**config.mk**
```make
export PLATFORM = sky130hd
export DESIGN_NAME = ultrasonic_echo_ranger
export DESIGN_NICKNAME = d
export VERILOG_FILES = /design/src/sv/uer_pkg.sv /design/src/sv/ultrasonic_echo_ranger.sv
export SDC_FILE = /design/constraint.sdc
export NUM_CORES = 1
export LEC_CHECK = 0
export ABC_AREA = 1
export BUFFER_PORTS_ARGS = -buffer_cell sky130_fd_sc_hd__buf_2
export CAP_MARGIN = 40
export CORE_MARGIN = 2
export CORE_UTILIZATION = 44
export DETAILED_ROUTE_END_ITERATION = 8
export PLACE_DENSITY = 0.67
export SLEW_MARGIN = 20
export SYNTH_ARGS = -nofsm -noshare
export SYNTH_HDL_FRONTEND = slang
export SYNTH_SLANG_ARGS = --single-unit
```
**constraint.sdc**
```tcl
create_clock -name clk -period 4.75 [get_ports clk]
set_clock_uncertainty 0.15 [all_clocks]
set_input_delay 0.95 -clock clk [delete_from_list [all_inputs] [get_ports clk]]
set_output_delay 0.95 -clock clk [all_outputs]
set_load 0.05 [all_outputs]
```
**src/sv/uer_pkg.sv**
```systemverilog
// Shared constants for the ultrasonic echo ranger.
`default_nettype none

package uer_pkg;

  // Sensor count and field widths
  localparam int NUM_SENSORS = 8;
  localparam int CHAN_W      = 3;
  localparam int ECHO_W      = 8;
  localparam int COUNT_W     = 12;
  localparam int DIST_W      = 8;

  // Tick timer period: the count wraps from TICK_PERIOD-1 back to zero
  localparam logic [COUNT_W-1:0] TICK_PERIOD = 12'd2500;

  // floor(count*43/625) as (count*DIST_RECIP) >> DIST_SHIFT, exact for count < 2500
  localparam int                DIST_SHIFT = 21;
  localparam int                RECIP_W    = 18;
  localparam logic [RECIP_W-1:0] DIST_RECIP = 18'd144285;
  localparam int                PROD_W     = COUNT_W + RECIP_W;

  // Register map
  localparam int                ADDR_W            = 3;
  localparam logic              REG_TIMEOUT_TICKS = 1'b0;
  localparam logic [COUNT_W-1:0] TIMEOUT_RESET    = 12'd2000;

  // Request kinds carried in s_tuser
  localparam logic REQ_TICK  = 1'b0;
  localparam logic REQ_START = 1'b1;

endpackage

`default_nettype wire

```
**src/sv/ultrasonic_echo_ranger.sv**
```systemverilog
// Top level of the ultrasonic echo ranger: control state, distance scaling and output register.
//
// Usage:
//   Input words arrive on the s_ stream. s_tuser selects the kind: a tick word advances
//   the running measurement, a start word arms the channel in s_tdata (ignored unless idle).
//   s_tdata carries the channel and the current echo level of every sensor.
//   A measurement ends on the echo fall or on timeout and emits one word on the m_ stream:
//   channel and distance in centimetres in m_tdata, the timeout mark in m_tuser.
//   Throughput is one input word per clock while s_tready is high. The control state updates
//   in the accept cycle; the distance multiply sits in a second stage, so the result of the
//   tick word that ends a measurement passes the stage-one register, then the output register.
//   The two result stages form a pipeline with backpressure: while the receiver holds m_tready
//   low, the stages fill and s_tready drops only when both hold a result.
//   The timeout_ticks register sits at byte address 0 of the APB port; write it only
//   while the block is idle. Reset (rst, synchronous) returns to idle, clears the count,
//   the timeout mark and both result stages, and loads timeout_ticks with 2000.
`default_nettype none

module ultrasonic_echo_ranger (
  input  wire logic                       clk,
  input  wire logic                       rst,
  // APB configuration port
  input  wire logic                       psel,
  input  wire logic                       penable,
  input  wire logic                       pwrite,
  input  wire logic [uer_pkg::ADDR_W-1:0] paddr,
  input  wire logic [31:0]                pwdata,
  output logic      [31:0]                prdata,
  output logic                            pready,
  // Input stream
  input  wire logic                       s_tvalid,
  output logic                            s_tready,
  input  wire logic [15:0]                s_tdata,   // [2:0] channel, [10:3] echo_levels, [15:11] zero
  input  wire logic                       s_tuser,   // [0] req_type
  // Result stream
  output logic                            m_tvalid,
  input  wire logic                       m_tready,
  output logic      [15:0]                m_tdata,   // [2:0] done_channel, [10:3] distance_cm, [15:11] zero
  output logic                            m_tuser    // [0] timed_out
);

  typedef enum logic [1:0] {
    PH_IDLE      = 2'd0,
    PH_WAIT_LOW  = 2'd1,
    PH_WAIT_HIGH = 2'd2,
    PH_WAIT_FALL = 2'd3
  } phase_t;

  localparam int CW = uer_pkg::CHAN_W;
  localparam int NW = uer_pkg::COUNT_W;

  // Configuration register
  logic [NW-1:0] timeout_ticks;
  logic          cfg_write;

  // Control state
  phase_t        phase, phase_next;
  logic [NW-1:0] tick_count, tick_count_next;
  logic          timeout_mark, timeout_mark_next;
  logic [CW-1:0] active_channel, active_channel_next;

  // Input word fields
  logic                      in_accept;
  logic [CW-1:0]             in_channel;
  logic [uer_pkg::ECHO_W-1:0] in_echo;
  logic                      level;
  logic [NW-1:0]             count_inc;

  // Result from the control step
  logic          res_fire;
  logic          res_zero;

  // Stage one: finished measurement waiting for scaling
  logic          st1_valid;
  logic [CW-1:0] st1_channel;
  logic [NW-1:0] st1_count;
  logic          st1_tmo;
  logic          st1_zero;
  logic          st1_ready;
  logic          st2_ready;

  logic [uer_pkg::PROD_W-1:0] product;
  logic [uer_pkg::DIST_W-1:0] distance;

  // APB: always ready, register selected by the word address bit
  assign pready    = 1'b1;
  assign cfg_write = psel && penable && pwrite && pready;
  assign prdata    = (paddr[2] == uer_pkg::REG_TIMEOUT_TICKS) ?
                     {{(32-NW){1'b0}}, timeout_ticks} : 32'd0;

  always_ff @(posedge clk) begin
    if (rst) begin
      timeout_ticks <= uer_pkg::TIMEOUT_RESET;
    end else if (cfg_write && (paddr[2] == uer_pkg::REG_TIMEOUT_TICKS)) begin
      timeout_ticks <= pwdata[NW-1:0];
    end
  end

  // Handshake through the two result stages
  assign st2_ready = !m_tvalid || m_tready;
  assign st1_ready = !st1_valid || st2_ready;
  assign s_tready  = st1_ready;
  assign in_accept = s_tvalid && s_tready;

  assign in_channel = s_tdata[CW-1:0];
  assign in_echo    = s_tdata[CW +: uer_pkg::ECHO_W];
  assign level      = in_echo[active_channel];
  assign count_inc  = (tick_count + 1'b1 >= uer_pkg::TICK_PERIOD) ? '0 : tick_count + 1'b1;

  // Work out one control step for the incoming word
  always_comb begin
    phase_next          = phase;
    tick_count_next     = tick_count;
    timeout_mark_next   = timeout_mark;
    active_channel_next = active_channel;
    res_fire            = 1'b0;
    res_zero            = 1'b0;
    if (s_tuser == uer_pkg::REQ_START) begin
      if (phase == PH_IDLE && int'(in_channel) < uer_pkg::NUM_SENSORS) begin
        active_channel_next = in_channel;
        tick_count_next     = '0;
        timeout_mark_next   = 1'b0;
        phase_next          = PH_WAIT_LOW;
      end
    end else if (phase != PH_IDLE) begin
      tick_count_next = count_inc;
      if (count_inc == timeout_ticks) begin
        timeout_mark_next = 1'b1;
      end
      if (timeout_mark_next) begin
        // timeout wins over any edge; distance only counts once the echo rose
        res_fire   = 1'b1;
        res_zero   = (phase != PH_WAIT_FALL);
        phase_next = PH_IDLE;
      end else begin
        case (phase)
          PH_WAIT_LOW: begin
            if (!level) phase_next = PH_WAIT_HIGH;
          end
          PH_WAIT_HIGH: begin
            if (level) begin
              tick_count_next = '0;
              phase_next      = PH_WAIT_FALL;
            end
          end
          PH_WAIT_FALL: begin
            if (!level) begin
              res_fire   = 1'b1;
              phase_next = PH_IDLE;
            end
          end
          default: phase_next = PH_IDLE;
        endcase
      end
    end
  end

  // Hold control state; advance it on every accepted word
  always_ff @(posedge clk) begin
    if (rst) begin
      phase          <= PH_IDLE;
      tick_count     <= '0;
      timeout_mark   <= 1'b0;
      active_channel <= '0;
    end else if (in_accept) begin
      phase          <= phase_next;
      tick_count     <= tick_count_next;
      timeout_mark   <= timeout_mark_next;
      active_channel <= active_channel_next;
    end
  end

  // Stage one: capture a finished measurement
  always_ff @(posedge clk) begin
    if (rst) begin
      st1_valid <= 1'b0;
    end else if (st1_ready) begin
      st1_valid <= in_accept && res_fire;
    end
  end

  always_ff @(posedge clk) begin
    if (st1_ready) begin
      st1_channel <= active_channel;
      st1_count   <= tick_count_next;
      st1_tmo     <= timeout_mark_next;
      st1_zero    <= res_zero;
    end
  end

  // Scale the count to centimetres by reciprocal multiply
  assign product  = uer_pkg::PROD_W'(st1_count) * uer_pkg::PROD_W'(uer_pkg::DIST_RECIP);
  assign distance = st1_zero ? '0 : product[uer_pkg::DIST_SHIFT +: uer_pkg::DIST_W];

  // Stage two: output register
  always_ff @(posedge clk) begin
    if (rst) begin
      m_tvalid <= 1'b0;
    end else if (st2_ready) begin
      m_tvalid <= st1_valid;
    end
  end

  always_ff @(posedge clk) begin
    if (st2_ready && st1_valid) begin
      m_tdata <= {{(16-CW-uer_pkg::DIST_W){1'b0}}, distance, st1_channel};
      m_tuser <= st1_tmo;
    end
  end

  // Distance stays within the range of the tick period
  a_dist_range: assert property (@(posedge clk) disable iff (rst)
    m_tvalid |-> (m_tdata[10:3] <= 8'd172))
    else $error("distance out of range");

  // An accepted start on an idle block arms it with a cleared count
  a_start_arms: assert property (@(posedge clk) disable iff (rst)
    (in_accept && s_tuser == uer_pkg::REQ_START && phase == PH_IDLE)
    |=> (phase == PH_WAIT_LOW && tick_count == '0 && !timeout_mark))
    else $error("start did not arm the measurement");

  // A tick on an idle block leaves the count alone and yields no result
  a_idle_tick: assert property (@(posedge clk) disable iff (rst)
    (in_accept && s_tuser == uer_pkg::REQ_TICK && phase == PH_IDLE)
    |=> ($stable(tick_count) && phase == PH_IDLE && !st1_valid))
    else $error("idle tick changed state");

endmodule

`default_nettype wire
```
==> results of run 1 <==
[layer usage]
metal | share of wire, % | GRT usage (%) | routed length (um) | vias to the layer above
met2 | 50 | 31.82 | 6822 | 85
met3 | 3.0 | 3.796 | 414 | 15
li1 | - | - | - | 2764
met5 | 0 | 0 | 0 | -
met1 | 46 | 22.76 | 6351 | 2379
met4 | 1.3 | 5.365 | 174 | 0
[registers in the layout, summed over array words and instances (netlist names)]
name,count
timeout_mark,1
st1_valid,1
tick_count,12
m_tvalid,1
active_channel,3
m_tdata,11
st1_channel,3
st1_count,12
st1_zero,1
phase,2
timeout_ticks,12
st1_tmo,1
m_tuser,1
[repair_timing]
action / in CTS / in global routing
pin swaps: 37 / 9
gates resized for setup: 19 / 16
cloned: 0 / 0
buffers inserted: 8 / 3
hold buffers: 0 / 0
endpoints found under the setup margin: 8 / 8
[power by group through the flow]
stage | registers (W) | clock network, W | logic [W]
2_1_floorplan | 0.000585 | 0 | 0.000204
3_3_place_gp | 0.000584 | 0 | 0.000241
3_5_place_dp | 0.000584 | 0 | 0.000243
4_1_cts | 0.000573 | 0.000668 | 0.000248
5_1_grt | 0.000576 | 0.000694 | 0.000280
6_report | 0.000573 | 0.000655 | 0.000252
[worst reg2reg max path: stages, from the launching register on]
cell and delay, ns:
edfxtp_1 0.45, fa_1 0.53, buf_4 0.16, fa_1 0.46
fa_1 0.51, inv_2 0.04, fa_1 0.45, fa_1 0.51
inv_2 0.05, ha_4 0.27, buf_6 0.09, nand4_1 0.11
nor3_2 0.20, nand3_1 0.12, o2111ai_2 0.13, nand3_1 0.12
nand2_2 0.13, buf_4 0.13, a21oi_1 0.05, o21a_1 0.11
[worst min path at each step]
stage / start / endpoint
5_1_grt: st1_tmo / m_tuser
2_1_floorplan: st1_channel[0] / m_tdata[0]
3_3_place_gp: st1_channel[0] / m_tdata[0]
6_report: st1_channel[1] / m_tdata[1]
4_1_cts: st1_channel[0] / m_tdata[0]
3_5_place_dp: st1_channel[0] / m_tdata[0]
[cell type report]
| type | instances | area (um2) |
|---|---|---|
| Clock inverter | 7 | 75.07 |
| Inverter | 170 | 638.1 |
| Multi-Input combinational cell | 563 | 4502 |
| Sequential cell | 61 | 1511 |
| Timing Repair Buffer | 126 | 822.0 |
| Fill cell | 1350 | 6640 |
| Clock buffer | 9 | 225.2 |
| Tap cell | 184 | 230.2 |
[kinds of logic (layout without fill, tap and decap cells)]
logic type	after synthesis	after routing	synth area share (%)
compound gates	110	110	9.904
simple gates	271	271	18.28
xor+xnor	8	8	1.054
buf+inv	210	312	13.82
other cells	2	26	0.1130
flops	61	61	22.75
fa+ha+maj	148	148	34.08
[stage by stage]
stage	instance area (um2)	instances	setup TNS (ns)	setup slack (ns)
6_report	8004	1120	-1.498	-0.2515
5_1_grt	8004	1120	-3.264	-0.5026
4_1_cts	7918	1117	-1.236	-0.2345
3_5_place_dp	7468	1093	-2.104	-0.3681
3_3_place_gp	7461	1092	-1.743	-0.3176
2_1_floorplan	6798	834	-0.2748	-0.1102
[synth_stat cells, types with 2 or more instances]
cell type / instances / area share [%]
a211oi_1: 4 / 0.45
a21o_1: 5 / 0.56
a21oi_1: 39 / 2.9
a21oi_2: 8 / 1.1
a31oi_1: 2 / 0.19
buf_4: 28 / 3.2
clkbuf_1: 9 / 0.51
conb_1: 2 / 0.11
dfxtp_1: 32 / 9.6
edfxtp_1: 29 / 13
fa_1: 55 / 17
ha_1: 93 / 18
inv_1: 167 / 9.4
inv_2: 3 / 0.17
nand2_1: 132 / 7.5
nand2_2: 13 / 1.2
nand3_1: 34 / 2.6
nand3_2: 10 / 1.5
nand4_1: 6 / 0.56
nor2_1: 63 / 3.6
nor2_2: 5 / 0.47
nor3_1: 3 / 0.23
o211ai_1: 6 / 0.68
o21a_1: 4 / 0.45
o21ai_0: 29 / 2.2
o21ai_1: 5 / 0.38
o21bai_1: 2 / 0.23
o32ai_1: 2 / 0.26
or2_2: 2 / 0.19
xnor2_1: 5 / 0.66
xor2_1: 3 / 0.40
==> flow_summary.json, run 1 <==
{
  "cp_num_buf_inv": 5,
  "dpl.hpwl_um": 11310,
  "root_buffer": "clkbuf_16",
  "grt_pass1_wl_um": 23690,
  "final_cell_mix": "inv_1 (160), nand2_1 (128), ha_1 (85), buf_4 (64), nor2_1 (61)",
  "first_pass_iters": 4,
  "synth_edf_count": 29,
  "grt_use_total_pct": 18.21,
  "combPwrFrac_pct": 17.0,
  "fin_crit_sh_pct": 105.3,
  "cp.arrival_ns": 4.95,
  "r2r_start": "st1_count[3]",
  "drt.antenna.violating_nets": 0,
  "hold_ws_ns": 0.2704,
  "path_max_fanout": 3,
  "required_ns": 4.70,
  "drtIter0Drc": 276,
  "port_buffers": 57,
  "die_w_um": 126.9,
  "cp_slowest_cell": "fa_1",
  "postSynthRegisterBits": 61,
  "worstRegToRegCells": 19,
  "synth_area_mm2": 0.006645,
  "grt_antenna_before_repair": 0,
  "grt_pass1_vias": 5220,
  "slew_viol_final": 0,
  "die_h_um": 126.9,
  "crit_top_cell": "fa_1",
  "slowest_delay_ns": 0.53,
  "p_leak_nw": 4.177,
  "seqPwrFrac_pct": 38.7,
  "syn_inst": 810,
  "ios": 111,
  "path_cells": "fa_1, buf_4, fa_1, fa_1, inv_2, fa_1, fa_1, inv_2, ha_4, buf_6, nand4_1, nor3_2, nand3_1, o2111ai_2, nand3_1, nand2_2, buf_4, a21oi_1, o21a_1",
  "crit_cells": 19,
  "core_area_mm2": 0.01464,
  "cp-start-kind": "register",
  "slew_headroom_pct": 54.22,
  "critPathLaunch": "st1_count[3]",
  "gp_congestion": 0.8589,
  "r2r_slack_ns": -0.25,
  "power.internal_w": 0.001044,
  "initial_core_util_pct": 45.38,
  "finish.utilization_pct": 54.66,
  "nets": 1138,
  "swShare_pct": 29.50,
  "hold_depth": 0,
  "hold_violations": 0,
  "final_common_cell": "inv_1",
  "insertion_delay_ns": 0.34,
  "hold_class": "register to register",
  "cts_tree": "yes",
  "clock_power_share_pct": 44.3,
  "wl_per_cell_um": 12.29,
  "status": "complete, but fails checks",
  "synth_area_per_cell_um2": 8.204,
  "total_power_w": 0.001480,
  "r2r_end": "m_tdata[6]",
  "drt_wl_total_um": 13760,
  "globalRoute.totalOverflow": 0,
  "critical_path.endpoint": "m_tdata[6]",
  "clock_sink_count": 61,
  "antenna_cells": 0,
  "dieArea_mm2": 0.01610,
  "drc_errors": 0,
  "synth_cell_type_count": 41,
  "critical_path.top_delay_family": "adder cells",
  "crit_path_end_kind": "register",
  "postSynth.asyncResetShare_pct": 0,
  "cts_buffer_depth": 2,
  "fin_ws_ns": -0.2515,
  "vias_per_cell": 4.681,
  "numCtsBuffers": 9,
  "p_sw_w": 0.0004367,
  "vias": 5243,
  "rows": 44,
  "ir_worst_vdd_uv": 226.7,
  "fmax_mhz": 199.9,
  "htree_levels": 3,
  "yosysWarnings": 0,
  "power_density_mw_per_mm2": 184.9,
  "syn_to_final_growth_pct": 20.45,
  "synth_seq_area_share_pct": 22.75,
  "drv_cap": 0,
  "setup_viol": 8,
  "clk_pin_slew_ns": 0.06,
  "grt_max_degree": 25,
  "synth-main-ff-cell": "dfxtp_1",
  "fin_crit_ns": 5.002,
  "tightest_slew_ns": 0.6859,
  "path_class": "register to register",
  "grt_setup_unrepaired": "yes",
  "violations": "setup timing",
  "drive_above_1_share_pct": 23.61
}
(Power assumes the default switching activity.)
==> run 2: changes to the inputs <==
--- a/config.mk
+++ b/config.mk
@@ -5,7 +5,6 @@
 export SDC_FILE = /design/constraint.sdc
 export NUM_CORES = 1
 export LEC_CHECK = 0
-export ABC_AREA = 1
 export BUFFER_PORTS_ARGS = -buffer_cell sky130_fd_sc_hd__buf_2
 export CAP_MARGIN = 40
 export CORE_MARGIN = 2
==> run 2 against run 1 <==
  * The run still ends with setup timing left
  * Sequential power decreased by 1%
  * Via count decreased by 2.6%
  * Combinational power decreased by 12%
  * Count of clock-buffer cells in the layout increased by 2
  * Setup slack got worse by 0.45 ns
  * First-iteration DRC count decreased by 8.0%
  * Synthesized cell count decreased by 15%
  * Core utilization increased by 0.35 points
  * Hold slack improved by 0.0029 ns
  * Global-route usage increased by 0.24 points
==> flow_summary.json, run 2 <==
{
  "status": "complete, but fails checks",
  "violations": "setup timing",
  "port_buffers": 57,
  "slew_viol_final": 0,
  "grt_max_degree": 33,
  "synth_seq_area_share_pct": 23.20,
  "first_pass_iters": 5,
  "ys_top_cells_by_area": "ha_1 (18%), fa_1 (17%), edfxtp_1 (13%)",
  "vias_per_cell": 5.117,
  "hold_class": "register to register",
  "initial_core_util_pct": 44.99,
  "synthTopCellsByCount": "inv_1 (121), ha_1 (93), fa_1 (55), nand2_1 (41), nor2_1 (40)",
  "dpl.hpwl_um": 11550,
  "postCtsHoldBufs": 0,
  "drc_errors": 0,
  "antenna_cells": 0,
  "synth_top_area_share_pct": 17.86,
  "synth_cell_type_count": 68,
  "fin_area_mm2": 0.007964,
  "vias": 5107,
  "ios": 111,
  "syn_inst": 689,
  "cp.arrival_ns": 5.37,
  "post-synth-top-count-cell": "inv_1",
  "r2r_slack_ns": -0.70,
  "insertion_delay_ns": 0.32,
  "crit_path_end_kind": "register",
  "finish.utilization_pct": 55.00,
  "die_w_um": 125.7,
  "gp_congestion": 0.9175,
  "rows": 44,
  "fin_crit_ns": 5.448,
  "fin_crit_sh_pct": 114.7,
  "synth_edf_count": 29,
  "root_buffer": "clkbuf_16",
  "fin_ws_ns": -0.6982,
  "ir_worst_vdd_uv": 149.4,
  "drv_cap": 0,
  "grt_pass1_wl_um": 24180,
  "grt_pass1_vias": 5326,
  "tightest_slew_ns": 0.8073,
  "globalRoute.totalOverflow": 0,
  "die_h_um": 125.7,
  "final_common_cell": "inv_1",
  "p_leak_nw": 3.947,
  "synth_area_mm2": 0.006514,
  "hold_violations": 0,
  "drt.antenna.violating_nets": 0,
  "htree_levels": 3,
  "synth_area_per_cell_um2": 9.454,
  "place_area_mm2": 0.007313,
  "cts_buffer_depth": 2,
  "top_regs": "st1_count: 12 flops, tick_count: 12 flops, timeout_ticks: 12 flops",
  "numCtsBuffers": 9,
  "yosysWarnings": 0,
  "grt_setup_unrepaired": "yes",
  "slew_headroom_pct": 45.79,
  "syn_to_final_growth_pct": 22.26,
  "core_area_mm2": 0.01448,
  "drtIter0Drc": 254,
  "nets": 1016,
  "postSynthRegisterBits": 61,
  "grt_antenna_before_repair": 0,
  "wl_per_cell_um": 14.51,
  "drive_above_1_share_pct": 25.92,
  "fmax_mhz": 183.5,
  "power_density_mw_per_mm2": 171.4,
  "dieArea_mm2": 0.01579,
  "clock_sink_count": 61,
  "path_max_fanout": 4,
  "setup_viol": 8,
  "synth-main-ff-cell": "dfxtp_1",
  "drt_wl_total_um": 14480,
  "cts_tree": "yes",
  "required_ns": 4.67,
  "clk_pin_slew_ns": 0.06,
  "synth_largest_area_cell": "ha_1",
  "grt_use_total_pct": 18.45,
  "cp-start-kind": "register",
  "postSynth.asyncResetShare_pct": 0,
  "path_class": "register to register",
  "final_cell_mix": "inv_1 (104), ha_1 (83), buf_4 (76), buf_2 (57), fa_1 (50)"
}
run 2: cell count changes in the layout (fill, tap and decap cells not counted), moves of 9 or more:
cell | previous run | this run
inv_1 | 160 | 104
xnor2_1 | 4 | 13
nand2_2 | 17 | 0
nor2b_1 | 0 | 12
a21oi_1 | 36 | 20
buf_4 | 64 | 76
nand2_1 | 128 | 41
o21ai_0 | 25 | 8
nand3_1 | 34 | 8
nand3_2 | 10 | 1
nor2_1 | 61 | 40
nand3b_1 | 0 | 9
a31oi_1 | 2 | 20
run 2: area by class of cell:
type | count | area, um2
Clock buffer | 11 | 232.7
Clock inverter | 5 | 28.78
Fill cell | 1278 | 6515
Inverter | 122 | 457.9
Multi-Input combinational cell | 478 | 4598
Sequential cell | 61 | 1511
Tap cell | 184 | 230.2
Timing Repair Buffer | 137 | 904.6
run 2: path summary, 6_finish.rpt:
kind,startpoint,to,cells after the start
max reg2reg,st1_count[10],m_tdata[10],20
min reg2reg,st1_channel[2],m_tdata[2],0
max,st1_count[10],m_tdata[10],20
min,st1_channel[2],m_tdata[2],0
run 2: layer usage:
layer	track usage [%]	part of all wire, %	routed length [um]
met5	0	0	0
met4	6.209	2.4	352
met3	1.869	2.6	370
met2	33.61	51	7447
met1	22.83	44	6306
run 2: through the flow:
stage          setup slack (ns)   power, W  cells  hold WS (ns)  TNS, ns
6_report                -0.6982   0.001365    998        0.2733   -4.401
5_1_grt                 -0.8940   0.001417    998        0.2793   -5.848
4_1_cts                 -0.6411   0.001367    992        0.2735   -4.093
3_5_place_dp            -0.8389  0.0007919    965        0.2643   -5.017
3_3_place_gp            -0.7353  0.0007823    963        0.2571   -4.176
2_1_floorplan           -0.5161  0.0007505    713        0.2503   -2.111
run 2: timing repair:
action / CTS / global route
pin swaps: 20 / 37
hold endpoints to repair: 0 / 0
endpoints found under the setup margin: 8 / 8
buffers inserted: 11 / 7
gates resized for setup: 31 / 20
run 2: kinds of logic (layout without fill, tap and decap cells):
family                     Yosys count  count (layout)  share of synthesized area [%]
DFF                                 61              61                          23.20
adders and majority gates          148             148                          34.77
other                                2              26                         0.1153
and+or+nand+nor                    156             156                          12.29
muxes                                8               8                          1.633
buffers and inverters              174             275                          11.97
xor gates and xnor gates            25              25                          3.362
AOI/OAI and AO/OA                  115             115                          12.66
run 2: report_power, final:
part           internal, W  switching, W
sequential        0.000557    0.00000963
clock             0.000350      0.000225
combinational    0.0000688      0.000154
run 2: critical path, cell delays in order, from the launching register on:
cell       delay (ns)
edfxtp_1         0.48
fa_2             0.62
inv_2            0.04
fa_2             0.55
xor2_1           0.07
ha_2             0.16
o21bai_4         0.16
fa_1             0.49
inv_2            0.04
fa_2             0.52
inv_2            0.05
ha_4             0.15
a2111o_1         0.36
a21oi_1          0.11
o211ai_1         0.19
a2111oi_2        0.39
buf_4            0.18
o21bai_4         0.10
a41oi_2          0.17
xnor2_1          0.14
nor2_1           0.08
==> run 3: changes to the inputs <==
--- a/config.mk
+++ b/config.mk
@@ -8,9 +8,8 @@
 export BUFFER_PORTS_ARGS = -buffer_cell sky130_fd_sc_hd__buf_2
 export CAP_MARGIN = 40
 export CORE_MARGIN = 2
-export CORE_UTILIZATION = 44
+export CORE_UTILIZATION = 40
 export DETAILED_ROUTE_END_ITERATION = 8
-export PLACE_DENSITY = 0.67
 export SLEW_MARGIN = 20
 export SYNTH_ARGS = -nofsm -noshare
 export SYNTH_HDL_FRONTEND = slang
==> run 3 against run 2 <==
  * The run still ends with setup timing left
  * Cell count grew 3.1%
  * Via count shrank 1.7%
  * Setup slack lost 0.099 ns
  * Critical path depth shrank 1
==> flow_summary.json, run 3 (synthesis gave the netlist of run 2 again) <==
{
  "dp_cells": 1002,
  "drc_errors": 0,
  "path_cells": "fa_2, inv_2, fa_2, xor2_1, ha_2, o21bai_4, fa_1, inv_2, fa_2, inv_2, ha_4, a2111o_1, a21oi_2, o211ai_1, a2111oi_4, o21bai_4, a31oi_4, xor2_1, nor2_1",
  "critical_path.top_delay_family": "adder cells",
  "final_cell_mix": "inv_1 (111), ha_1 (83), buf_4 (74), buf_2 (57), fa_1 (51)",
  "nets": 1015,
  "dpl.hpwl_um": 11920,
  "instances_no_fill": 1029,
  "antenna_cells": 0,
  "path_max_fanout": 4,
  "violations": "setup timing",
  "status": "complete, but fails checks",
  "crit_path_end_kind": "register",
  "htree_levels": 3,
  "insertion_delay_ns": 0.33,
  "grt_use_total_pct": 17.22,
  "cts_buffer_depth": 2,
  "drt_wl_total_um": 14770,
  "die_w_um": 131.6,
  "numCtsBuffers": 9,
  "clk_pin_slew_ns": 0.06,
  "core_area_mm2": 0.01589,
  "first_pass_iters": 4,
  "fmax_mhz": 180.3,
  "vias": 5020,
  "ir_worst_vdd_uv": 156.7,
  "grt_pass1_wl_um": 24580,
  "cts_tree": "yes",
  "power_density_mw_per_mm2": 185.2,
  "drtIter0Drc": 240,
  "drv_cap": 0,
  "grt_max_degree": 33,
  "final_common_cell": "inv_1",
  "syn_to_final_growth_pct": 23.30,
  "finish.utilization_pct": 50.56,
  "setup_viol": 8,
  "p_leak_nw": 3.978,
  "clock_sink_count": 61,
  "cp_num_buf_inv": 3,
  "total_power_w": 0.001488,
  "ios": 111,
  "hold_violations": 0,
  "grt_antenna_before_repair": 0,
  "slew_viol_final": 0,
  "slew_headroom_pct": 50.30,
  "path_class": "register to register",
  "top_regs": "st1_count: 12 flops, tick_count: 12 flops, timeout_ticks: 12 flops",
  "initial_core_util_pct": 41.01,
  "fin_crit_sh_pct": 116.8,
  "nFillCells": 1476,
  "postCtsHoldBufs": 0,
  "cp_slowest_cell": "fa_2",
  "dp_slack_ns": -0.8830,
  "fin_ws_ns": -0.7976,
  "cp-start-kind": "register",
  "root_buffer": "clkbuf_16",
  "required_ns": 4.68,
  "drive_above_1_share_pct": 24.97,
  "globalRoute.totalOverflow": 0,
  "wl_per_cell_um": 14.35,
  "grt_setup_unrepaired": "yes",
  "die_h_um": 131.6,
  "rows": 46,
  "slowest_delay_ns": 0.61,
  "hold_class": "register to register",
  "drt.antenna.violating_nets": 0,
  "vias_per_cell": 4.879,
  "port_buffers": 57,
  "tightest_slew_ns": 0.7402,
  "dieArea_mm2": 0.01732,
  "grt_pass1_vias": 5279,
  "cp.arrival_ns": 5.48,
  "gp_congestion": 0.8762,
  "fin_crit_ns": 5.548
}
-- run 3: timing repair --
| action | CTS | global route |
|---|---|---|
| gates resized for setup | 9 | 33 |
| setup buffers | 2 | 10 |
| pin swaps | 7 | 31 |
| setup endpoints to repair | 8 | 8 |
-- run 3: final timing paths --
| kind | start | end | slack (ns) | cells past startpoint |
|---|---|---|---|---|
| worst max-delay path | st1_count[10] | m_tdata[9] | -0.80 | 19 |
| worst min-delay path | st1_tmo | m_tuser | 0.26 | 0 |
| worst max register to register | st1_count[10] | m_tdata[9] | -0.80 | 19 |
| worst min register to register | st1_tmo | m_tuser | 0.26 | 0 |
-- run 3: through the flow --
stage	hold WS, ns	area, um2	setup TNS [ns]
floorplan	0.2503	6646	-2.111
global placement	0.2571	7376	-4.642
detailed placement	0.2556	7391	-5.470
CTS	0.2657	7777	-4.820
global route	0.2699	8031	-6.943
finish	0.2643	8031	-5.295
-- run 3: power by group --
part | total (W) | switching (W) | internal [W]
sequential | 0.000566 | 0.00000928 | 0.000557
clock | 0.000703 | 0.000242 | 0.000461
combinational | 0.000219 | 0.000152 | 0.0000665
-- run 3: cell type report --
class | instances | area (um2) | share of cell area [%]
Sequential cell | 61 | 1511 | 18.82
Timing Repair Buffer | 136 | 900.9 | 11.22
Clock buffer | 9 | 225.2 | 2.804
Clock inverter | 7 | 97.59 | 1.215
Multi-Input combinational cell | 478 | 4568 | 56.88
Tap cell | 216 | 270.3 | 3.365
Inverter | 122 | 457.9 | 5.702
-- run 3: per-layer routing --
layer	track usage, %	up-vias	share of wire [%]
li1	-	2531	-
met3	1.929	19	2.5
met4	4.831	0	1.3
met1	21.16	2389	44
met5	0	-	0
met2	31.73	81	52
